<file path="config.mk">
export PLATFORM = sky130hd
export DESIGN_NAME = first_fit_block_allocator
export DESIGN_NICKNAME = d
export VERILOG_FILES = /design/src/rtl/ffba_pkg.sv /design/src/rtl/ffba_ram.sv /design/src/rtl/first_fit_block_allocator.sv
export SDC_FILE = /design/constraint.sdc
export NUM_CORES = 2
export LEC_CHECK = 0
export BUFFER_PORTS_ARGS = -buffer_cell sky130_fd_sc_hd__buf_2
export CORE_MARGIN = 2
export CORE_UTILIZATION = 55
export CTS_CLUSTER_SIZE = 20
export DETAILED_ROUTE_END_ITERATION = 8
export PLACE_DENSITY_LB_ADDON = 0.2
export SYNTH_ARGS = -nofsm -noshare
export SYNTH_HDL_FRONTEND = slang
export SYNTH_HIERARCHICAL = 1
export SYNTH_SLANG_ARGS = --single-unit
</file>
<file path="constraint.sdc">
create_clock -name clock -period 21.6 [get_ports clock]
set_input_delay 5.4 -clock clock [delete_from_list [all_inputs] [get_ports clock]]
set_output_delay 5.4 -clock clock [all_outputs]
set_load 0.01 [all_outputs]
</file>
<file path="src/rtl/ffba_pkg.sv">
// ----------------------------------------------------------------------------
// ffba_pkg
// shared types and constants of the first-fit block allocator
// ----------------------------------------------------------------------------
`default_nettype none

package ffba_pkg;

   localparam int ADDR_W = 32;
   localparam int LEN_W  = 29;
   localparam int SIZE_W = LEN_W + 1;   // rounded request can reach 2^29
   localparam int USED_W = 7;

   localparam logic [ADDR_W-1:0] REGION_BASE_RST  = 32'h0010_0000;
   localparam logic [LEN_W-1:0]  REGION_BYTES_RST = 29'd16777216;

   typedef enum logic [1:0] {
      CMD_INIT    = 2'd0,
      CMD_ALLOC   = 2'd1,
      CMD_RELEASE = 2'd2
   } cmd_type;

   typedef enum logic [1:0] {
      ST_DONE     = 2'd0,
      ST_NOFIT    = 2'd1,
      ST_NOTALLOC = 2'd2,
      ST_IGNORED  = 2'd3
   } status_type;

   typedef enum logic {
      CSR_REGION_BASE  = 1'b0,
      CSR_REGION_BYTES = 1'b1
   } csr_index_type;

   typedef enum logic [3:0] {
      S_BOOT,
      S_IDLE,
      S_A_SCAN,
      S_A_SPLIT,
      S_R_SCAN,
      S_R_MSCAN,
      S_R_SHIFT,
      S_RESP
   } state_type;

   typedef struct packed {
      logic [ADDR_W-1:0] base;
      logic [LEN_W-1:0]  length;
      logic              free;
   } entry_type;

   localparam int ENTRY_W = $bits(entry_type);

endpackage

`default_nettype wire

</file>
<file path="src/rtl/ffba_ram.sv">
// ----------------------------------------------------------------------------
// ffba_ram
// simple dual-port ram, one write port, one read port with registered data
// ----------------------------------------------------------------------------
`default_nettype none

module ffba_ram #(
   parameter int WIDTH = 62,
   parameter int DEPTH = 64,
   localparam int AW = (DEPTH > 1) ? $clog2(DEPTH) : 1
) (
   input  wire logic             clock,
   input  wire logic             wr_en,
   input  wire logic [AW-1:0]    wr_addr,
   input  wire logic [WIDTH-1:0] wr_data,
   input  wire logic             rd_en,
   input  wire logic [AW-1:0]    rd_addr,
   output logic      [WIDTH-1:0] rd_data
);

   logic [WIDTH-1:0] mem_ff [DEPTH];

   always_ff @(posedge clock) begin
      if (wr_en) begin
         mem_ff[wr_addr] <= wr_data;
      end
      if (rd_en) begin
         rd_data <= mem_ff[rd_addr];
      end
   end

endmodule

`default_nettype wire

</file>
<file path="src/rtl/first_fit_block_allocator.sv">
// ----------------------------------------------------------------------------
// first_fit_block_allocator
// first-fit allocator over a table of blocks kept in one entry ram
// ----------------------------------------------------------------------------
//
//   channel  direction  handshake            payload
//   req      in         req_valid/req_ready  command, request_size, release_address
//   rsp      out        rsp_valid/rsp_ready  granted_address, status, free_total,
//                                            entries_used
//   csr      in         csr_valid/csr_ready  csr_index, csr_wdata
//
// one command at a time; the single read port of the entry ram sets the pace
// allocate: walk the entries up to the first fit, then one more state for a split
// release: find, merge search, shift
// initialize and ignored commands: straight to the response state
// after reset the boot state writes entry 0 before the first beat is taken
// a finished result waits in the rsp register; the next beat is taken meanwhile
// ----------------------------------------------------------------------------
`default_nettype none

module first_fit_block_allocator
   import ffba_pkg::*;
#(
   parameter int TABLE_ENTRIES = 64
) (
   input  wire logic              clock,
   input  wire logic              reset,

   input  wire logic              req_valid,
   output logic                   req_ready,
   input  wire logic [1:0]        req_command,
   input  wire logic [LEN_W-1:0]  req_request_size,
   input  wire logic [ADDR_W-1:0] req_release_address,

   output logic                   rsp_valid,
   input  wire logic              rsp_ready,
   output logic [ADDR_W-1:0]      rsp_granted_address,
   output logic [1:0]             rsp_status,
   output logic [LEN_W-1:0]       rsp_free_total,
   output logic [USED_W-1:0]      rsp_entries_used,

   input  wire logic              csr_valid,
   output logic                   csr_ready,
   input  wire logic              csr_index,
   input  wire logic [31:0]       csr_wdata
);

   localparam int IDX_W = $clog2(TABLE_ENTRIES);
   // a split is allowed only below this count, so the count never reaches the depth
   localparam logic [IDX_W-1:0] SPLIT_LIMIT = IDX_W'(TABLE_ENTRIES - 1);

   // control state
   state_type          state_ff, state_in;
   logic [IDX_W-1:0]   count_ff, count_in;
   logic [LEN_W-1:0]   free_ff, free_in;
   logic [ADDR_W-1:0]  region_base_ff;
   logic [LEN_W-1:0]   region_bytes_ff;

   // table walk: next index to read, and the read in flight
   logic [IDX_W-1:0]   scan_idx_ff, scan_idx_in;
   logic               rd_vld_ff, rd_vld_in;
   logic [IDX_W-1:0]   rd_idx_ff, rd_idx_in;

   // command operands and the entry that was hit
   logic [SIZE_W-1:0]  size_ff, size_in;
   logic [ADDR_W-1:0]  rel_addr_ff, rel_addr_in;
   logic [IDX_W-1:0]   hit_idx_ff, hit_idx_in;
   logic [ADDR_W-1:0]  hit_base_ff, hit_base_in;
   logic [LEN_W-1:0]   hit_len_ff, hit_len_in;
   logic [ADDR_W-1:0]  end_ff, end_in;

   // pending result
   logic [ADDR_W-1:0]  res_addr_ff, res_addr_in;
   status_type         res_status_ff, res_status_in;

   // output register
   logic               rsp_valid_ff, rsp_valid_in;
   logic               rsp_load;
   logic [ADDR_W-1:0]  rsp_addr_ff;
   logic [1:0]         rsp_status_ff;
   logic [LEN_W-1:0]   rsp_free_ff;
   logic [USED_W-1:0]  rsp_used_ff;
   logic [IDX_W+USED_W-1:0] used_ext;

   // entry ram
   logic               ram_wr_en;
   logic [IDX_W-1:0]   ram_wr_addr;
   entry_type          ram_wr_data;
   logic               ram_rd_en;
   logic [IDX_W-1:0]   ram_rd_addr;
   logic [ENTRY_W-1:0] ram_rd_data;
   entry_type          rd_entry;

   logic               req_fire;
   logic               alloc_hit, rel_hit, mrg_hit;
   logic               split_ok;
   logic               more;

   ffba_ram #(
      .WIDTH (ENTRY_W),
      .DEPTH (TABLE_ENTRIES)
   ) u_entry_ram (
      .clock   (clock),
      .wr_en   (ram_wr_en),
      .wr_addr (ram_wr_addr),
      .wr_data (ram_wr_data),
      .rd_en   (ram_rd_en),
      .rd_addr (ram_rd_addr),
      .rd_data (ram_rd_data)
   );

   assign rd_entry  = ram_rd_data;
   assign req_ready = (state_ff == S_IDLE);
   assign req_fire  = req_valid && req_ready;
   assign csr_ready = 1'b1;

   // first free entry large enough
   assign alloc_hit = rd_vld_ff && rd_entry.free && ({1'b0, rd_entry.length} >= size_ff);
   // allocated entry at the release address
   assign rel_hit   = rd_vld_ff && !rd_entry.free && (rd_entry.base == rel_addr_ff);
   // another free entry that starts where the released one ends
   assign mrg_hit   = rd_vld_ff && rd_entry.free && (rd_entry.base == end_ff)
                      && (rd_idx_ff != hit_idx_ff);
   assign split_ok  = ({1'b0, rd_entry.length} > size_ff) && (count_ff < SPLIT_LIMIT);
   assign more      = (scan_idx_ff < count_ff);

   assign used_ext  = {{USED_W{1'b0}}, count_ff};

   always_comb begin
      state_in      = state_ff;
      count_in      = count_ff;
      free_in       = free_ff;
      scan_idx_in   = scan_idx_ff;
      rd_vld_in     = 1'b0;
      rd_idx_in     = rd_idx_ff;
      size_in       = size_ff;
      rel_addr_in   = rel_addr_ff;
      hit_idx_in    = hit_idx_ff;
      hit_base_in   = hit_base_ff;
      hit_len_in    = hit_len_ff;
      end_in        = end_ff;
      res_addr_in   = res_addr_ff;
      res_status_in = res_status_ff;
      rsp_valid_in  = rsp_valid_ff && !rsp_ready;
      rsp_load      = 1'b0;
      ram_wr_en     = 1'b0;
      ram_wr_addr   = hit_idx_ff;
      ram_wr_data   = '0;
      ram_rd_en     = 1'b0;
      ram_rd_addr   = scan_idx_ff;

      case (state_ff)
         S_BOOT: begin
            // entry 0 spans the default region
            ram_wr_en          = 1'b1;
            ram_wr_addr        = '0;
            ram_wr_data.base   = REGION_BASE_RST;
            ram_wr_data.length = REGION_BYTES_RST;
            ram_wr_data.free   = 1'b1;
            state_in           = S_IDLE;
         end

         S_IDLE: begin
            if (req_fire) begin
               size_in       = ({1'b0, req_request_size} + SIZE_W'(3)) & ~SIZE_W'(3);
               rel_addr_in   = req_release_address;
               res_addr_in   = '0;
               res_status_in = ST_IGNORED;
               scan_idx_in   = '0;
               state_in      = S_RESP;
               case (req_command)
                  CMD_INIT: begin
                     ram_wr_en          = 1'b1;
                     ram_wr_addr        = '0;
                     ram_wr_data.base   = region_base_ff;
                     ram_wr_data.length = region_bytes_ff;
                     ram_wr_data.free   = 1'b1;
                     count_in           = IDX_W'(1);
                     free_in            = region_bytes_ff;
                     res_status_in      = ST_DONE;
                  end
                  CMD_ALLOC: begin
                     if (req_request_size != '0) begin
                        state_in = S_A_SCAN;
                     end
                  end
                  CMD_RELEASE: begin
                     if (req_release_address != '0) begin
                        state_in = S_R_SCAN;
                     end
                  end
                  default: begin
                     res_status_in = ST_IGNORED;
                  end
               endcase
            end
         end

         S_A_SCAN: begin
            if (alloc_hit) begin
               ram_wr_en          = 1'b1;
               ram_wr_addr        = rd_idx_ff;
               ram_wr_data.base   = rd_entry.base;
               ram_wr_data.length = split_ok ? size_ff[LEN_W-1:0] : rd_entry.length;
               ram_wr_data.free   = 1'b0;
               free_in            = free_ff - (split_ok ? size_ff[LEN_W-1:0]
                                                        : rd_entry.length);
               hit_base_in        = rd_entry.base;
               hit_len_in         = rd_entry.length;
               res_addr_in        = rd_entry.base;
               res_status_in      = ST_DONE;
               state_in           = split_ok ? S_A_SPLIT : S_RESP;
            end else if (more) begin
               ram_rd_en   = 1'b1;
               rd_vld_in   = 1'b1;
               rd_idx_in   = scan_idx_ff;
               scan_idx_in = scan_idx_ff + 1'b1;
            end else begin
               res_status_in = ST_NOFIT;
               state_in      = S_RESP;
            end
         end

         S_A_SPLIT: begin
            // remainder goes to a new free entry at the end of the table
            ram_wr_en          = 1'b1;
            ram_wr_addr        = count_ff;
            ram_wr_data.base   = hit_base_ff + ADDR_W'(size_ff);
            ram_wr_data.length = hit_len_ff - size_ff[LEN_W-1:0];
            ram_wr_data.free   = 1'b1;
            count_in           = count_ff + 1'b1;
            state_in           = S_RESP;
         end

         S_R_SCAN: begin
            if (rel_hit) begin
               ram_wr_en          = 1'b1;
               ram_wr_addr        = rd_idx_ff;
               ram_wr_data.base   = rd_entry.base;
               ram_wr_data.length = rd_entry.length;
               ram_wr_data.free   = 1'b1;
               free_in            = free_ff + rd_entry.length;
               hit_idx_in         = rd_idx_ff;
               hit_base_in        = rd_entry.base;
               hit_len_in         = rd_entry.length;
               end_in             = rd_entry.base + ADDR_W'(rd_entry.length);
               res_status_in      = ST_DONE;
               scan_idx_in        = '0;
               state_in           = S_R_MSCAN;
            end else if (more) begin
               ram_rd_en   = 1'b1;
               rd_vld_in   = 1'b1;
               rd_idx_in   = scan_idx_ff;
               scan_idx_in = scan_idx_ff + 1'b1;
            end else begin
               res_status_in = ST_NOTALLOC;
               state_in      = S_RESP;
            end
         end

         S_R_MSCAN: begin
            if (mrg_hit) begin
               // grow the released entry, then close the gap above the absorbed one
               ram_wr_en          = 1'b1;
               ram_wr_addr        = hit_idx_ff;
               ram_wr_data.base   = hit_base_ff;
               ram_wr_data.length = hit_len_ff + rd_entry.length;
               ram_wr_data.free   = 1'b1;
               scan_idx_in        = rd_idx_ff + 1'b1;
               state_in           = S_R_SHIFT;
            end else if (more) begin
               ram_rd_en   = 1'b1;
               rd_vld_in   = 1'b1;
               rd_idx_in   = scan_idx_ff;
               scan_idx_in = scan_idx_ff + 1'b1;
            end else begin
               state_in = S_RESP;
            end
         end

         S_R_SHIFT: begin
            // read entry k+1, then write it to k once the read data returns
            if (rd_vld_ff) begin
               ram_wr_en   = 1'b1;
               ram_wr_addr = rd_idx_ff - 1'b1;
               ram_wr_data = rd_entry;
            end
            if (more) begin
               ram_rd_en   = 1'b1;
               rd_vld_in   = 1'b1;
               rd_idx_in   = scan_idx_ff;
               scan_idx_in = scan_idx_ff + 1'b1;
            end else begin
               count_in = count_ff - 1'b1;
               state_in = S_RESP;
            end
         end

         S_RESP: begin
            if (!rsp_valid_ff || rsp_ready) begin
               rsp_load     = 1'b1;
               rsp_valid_in = 1'b1;
               state_in     = S_IDLE;
            end
         end

         default: begin
            state_in = S_IDLE;
         end
      endcase
   end

   // control registers
   always_ff @(posedge clock) begin
      if (reset) begin
         state_ff        <= S_BOOT;
         count_ff        <= IDX_W'(1);
         free_ff         <= REGION_BYTES_RST;
         rd_vld_ff       <= 1'b0;
         rsp_valid_ff    <= 1'b0;
         region_base_ff  <= REGION_BASE_RST;
         region_bytes_ff <= REGION_BYTES_RST;
      end else begin
         state_ff     <= state_in;
         count_ff     <= count_in;
         free_ff      <= free_in;
         rd_vld_ff    <= rd_vld_in;
         rsp_valid_ff <= rsp_valid_in;
         if (csr_valid && csr_ready) begin
            case (csr_index)
               CSR_REGION_BASE:  region_base_ff  <= csr_wdata;
               CSR_REGION_BYTES: region_bytes_ff <= csr_wdata[LEN_W-1:0];
               default:          region_base_ff  <= region_base_ff;
            endcase
         end
      end
   end

   // payload registers
   always_ff @(posedge clock) begin
      scan_idx_ff   <= scan_idx_in;
      rd_idx_ff     <= rd_idx_in;
      size_ff       <= size_in;
      rel_addr_ff   <= rel_addr_in;
      hit_idx_ff    <= hit_idx_in;
      hit_base_ff   <= hit_base_in;
      hit_len_ff    <= hit_len_in;
      end_ff        <= end_in;
      res_addr_ff   <= res_addr_in;
      res_status_ff <= res_status_in;
      if (rsp_load) begin
         rsp_addr_ff   <= res_addr_ff;
         rsp_status_ff <= res_status_ff;
         rsp_free_ff   <= free_ff;
         rsp_used_ff   <= used_ext[USED_W-1:0];
      end
   end

   assign rsp_valid           = rsp_valid_ff;
   assign rsp_granted_address = rsp_addr_ff;
   assign rsp_status          = rsp_status_ff;
   assign rsp_free_total      = rsp_free_ff;
   assign rsp_entries_used    = rsp_used_ff;

   // the table never empties
   a_count_nonzero: assert property (@(posedge clock) disable iff (reset)
      count_ff != '0)
      else $error("entry count dropped to zero");

   // the entry ram is quiet while waiting for a command
   a_idle_no_write: assert property (@(posedge clock) disable iff (reset)
      state_ff == S_IDLE && !req_fire |-> !ram_wr_en)
      else $error("entry ram written while idle");

   // a split adds exactly one entry
   a_split_count: assert property (@(posedge clock) disable iff (reset)
      state_ff == S_A_SPLIT |=> count_ff == $past(count_ff) + 1'b1)
      else $error("split did not add one entry");

   // a merge removes exactly one entry
   a_merge_count: assert property (@(posedge clock) disable iff (reset)
      state_ff == S_R_SHIFT && state_in == S_RESP
      |=> count_ff == $past(count_ff) - 1'b1)
      else $error("merge did not remove one entry");

   // a finished command always lands in the output register
   a_resp_load: assert property (@(posedge clock) disable iff (reset)
      state_ff == S_RESP && (!rsp_valid_ff || rsp_ready) |=> rsp_valid_ff)
      else $error("result not presented");

endmodule

`default_nettype wire

</file>
==> flow_summary_export.csv <==
group,metric,value,unit
floorplan,core-area,0.321,sq mm
yosys,synth_area_per_cell,19.5,sq um
yosys,synth_ff_type,"edfxtp_1",
route,drt_wl_total,511,mm
worst_setup_path,crit_required,22.21,ns
worst_setup_path,critPathKind,"primary input to flop",
global_routing,antenna_found_initial,35,
worst_setup_path,cp.arrival,10.94,ns
floorplan,rows,208,
clock_tree,clock_path_buffers,4,
route,drt_iter0_drc,14926,
clock_tree,cts_resized,0,
yosys,synth_edf_count,4304,
sta,rsz0062_at_grt,"false",
sta,fmax,96.8,MHz
clock_tree,hold_buffers,0,
clock_tree,ctsRootBufferMaster,"clkbuf_16",
final_layout,final_common_cell,"edfxtp_1",
worst_setup_path,slowest_stage,"nor2_4",
outcome,outcome,"finished, violations left",
final_layout,final_nets,9811,
global_routing,grt_pass1_wl,715,mm
route,via_count,96394,
yosys,synth_top_area_cell,"edfxtp_1",
route,postRouteAntennaNets,0,
worst_setup_path,critPathMaxFanout,41,
worst_setup_path,max_stage_delay,1.14,ns
yosys,synthTopCellsByArea,"edfxtp_1 73%, mux4_2 12%, ha_1 1.3%, dfxtp_1 1.2%, a21oi_1 1.0%",
min_path,hold_path_class,"flop to flop",
power,peakVddDrop,0.0764,mV
placed_design,hpwl,308,mm
power,total_leakage_power,65.0,nW
final_layout,synthToLayoutAreaGrowth,12.1,%
route,dr.pass1.iters,8,
outcome,violations,"max-capacitance violations, max-slew violations",
yosys,synth_top_area_frac,0.729,
sta,relSlewSlack,-0.0687,
route,via_per_inst,6.79,
route,wl_per_cell,36.0,um
sta,fin_crit,10.33,ns
clock_tree,clk_pin_slew,0.06,ns
clock_tree,postCtsSetupRepairBufs,0,
flow_run,cap_violations,1,
clock_tree,cts_made_buffers,435,
worst_setup_path,crit_chain,"buf_2, inv_1, ha_1, and3_2, nand2b_1, o21ai_0, a21oi_1, nand2_1, nand2_1, o21ai_0, nor2_1, nand3_1, nor2_4, buf_4",
power,power,17.4,mW
global_routing,overflow,0,
sta,max_slew.worst_pin.slew,1.60,ns
sta,finalSetupViolCount,0,
sta,hold_violations,0,
final_layout,multiInputGateArea,0.0443,sq mm
final_layout,seq_area,0.131,sq mm
yosys,syn_area,0.177,sq mm
floorplan,initial_core_util,0.553,
global_routing,track_usage,0.312,
final_layout,layout-drive-gt1-share,0.232,
sta,drv_slew,2,
clock_tree,clock-sinks,4406,
floorplan,dieArea,0.327,sq mm
yosys,ys_ff_latch,4406,
global_routing,grt_max_degree,117,
worst_setup_path,end_kind,"flop",
final_layout,design_area,0.199,sq mm
power,power.density,87.3,mW/mm^2
worst_setup_path,r2r_cells,13,
clock_tree,h-tree-depth,5,
sta,tns,0,ns
worst_setup_path,start_kind,"primary input",
yosys,synthCells,9095,
yosys,seq_area_frac_synth,0.740,
placed_design,port_buffers,171,
final_layout,final_cell_mix,"4304 x edfxtp_1, 982 x mux4_2, 439 x clkbuf_16, 363 x a21oi_1, 333 x nand2_1",
min_path,worstHoldPathCells,0,
floorplan,dieWidth,572,um
worst_setup_path,r2r_slack,13.52,ns
route,drc,0,
clock_tree,insertion_delay,1.01,ns
floorplan,dieHeight,572,um
yosys,postSynth.asyncResetShare,0,
placed_design,globalplace.congestion,0.987,
global_routing,grt_pass1_vias,93078,
floorplan,ios,174,
placed_design,place_area,0.185,sq mm
sta,fin_crit_sh,0.478,
sta,clock-skew-final,0.0819,ns
clock_tree,cts_tree,"done",
final_layout,fill_cells,21999,
yosys,yosysWarnings,6,
yosys,ys_types,102,
-- cell usage after synthesis (52+ instances only) --
cell	count
edfxtp_1	4304
mux4_2	982
a21oi_1	364
nand2_1	336
nor2_1	325
clkbuf_1	230
ha_1	185
o21ai_0	178
o22ai_1	135
a221oi_1	134
a22o_1	134
xnor2_1	125
buf_2	111
inv_1	106
dfxtp_1	102
mux2i_1	95
xor2_1	87
buf_4	86
nor3_1	82
nand3_1	80
o221ai_1	68
a22oi_1	58
a21o_1	52
-- final cells by class --
type / instances / area share
clock inverter: 279 / 0.0142
multi-input combinational: 4101 / 0.223
sequential: 4406 / 0.660
tap: 4305 / 0.0271
antenna: 10 / 0.000126
clock buffer: 513 / 0.0569
timing repair buffer: 468 / 0.0165
inverter: 107 / 0.00202
-- path summary, 6_finish.rpt --
kind	from	endpoint
hold reg to reg	res_addr_ff[9]$_SDFFCE_PN0P_	rsp_granted_address[9]$_DFFE_PP_
hold / removal	res_addr_ff[9]$_SDFFCE_PN0P_	rsp_granted_address[9]$_DFFE_PP_
setup / recovery	req_command[1]	u_entry_ram/mem_ff[17][53]$_DFFE_PP_
setup reg to reg	size_ff[25]$_DFFE_PP_	u_entry_ram/mem_ff[17][53]$_DFFE_PP_
-- report_power, final --
part           switching, mW  internal (mW)  total [mW]  leakage, nW
clock network           3.25           4.31        7.56         6.92
logic                  0.329          0.140       0.468         16.1
registers             0.0241           9.30        9.33         42.0
-- stage by stage --
| step | std cells | util | setup slack [ns] | hold slack [ns] |
|---|---|---|---|---|
| after floorplan | 9096 | - | 9.64 | 0.400 |
| after global placement | 13386 | 0.575 | 10.53 | 0.404 |
| after detailed placement | 13386 | 0.575 | 10.53 | 0.407 |
| final | 14189 | 0.620 | 11.27 | 0.421 |
| after CTS | 14178 | 0.619 | 11.57 | 0.422 |
| after global routing | 14180 | 0.619 | 11.17 | 0.426 |
-- per-layer routing --
layer / routed length, um / GRT usage
met4: 25400 / 0.134
met2: 230000 / 0.467
met5: 46 / 0
met3: 64600 / 0.0809
met1: 190000 / 0.440
-- sequential cells by signal, indices dropped and copies added (netlist names), 2 cells and up --
| name | count |
|---|---|
| end_ff | 32 |
| rsp_granted_address | 32 |
| state_ff | 4 |
| hit_len_ff | 29 |
| region_bytes_ff | 29 |
| rsp_entries_used | 6 |
| region_base_ff | 32 |
| hit_base_ff | 32 |
| res_addr_ff | 32 |
| size_ff | 28 |
| res_status_ff | 2 |
| rsp_free_total | 29 |
| rsp_status | 2 |
| u_entry_ram/mem_ff | 3968 |
| rd_idx_ff | 6 |
| hit_idx_ff | 6 |
| count_ff | 6 |
| u_entry_ram/rd_data | 62 |
| free_ff | 29 |
| rel_addr_ff | 32 |
| ram_rd_addr | 6 |
-- worst max-delay path: cells and delay by family --
family          cells  cell delay [ns]
buf+inv             3             0.88
simple gates        7             3.14
fa+ha+maj           1             0.19
compound gates      3             1.21
-- logic make-up after synthesis --
kind of cell,Yosys count,share of synthesized area
AO/OA/AOI/OAI,1442,0.0567
XOR/XNOR,212,0.0105
adder cells (fa/ha/maj),191,0.0137
buffers and inverters,589,0.0163
flip-flops,4406,0.740
multiplexers,1094,0.131
other,2,0.0000423
AND/OR/NAND/NOR,1159,0.0314
No activity file was read; power rests on OpenSTA's default activity.
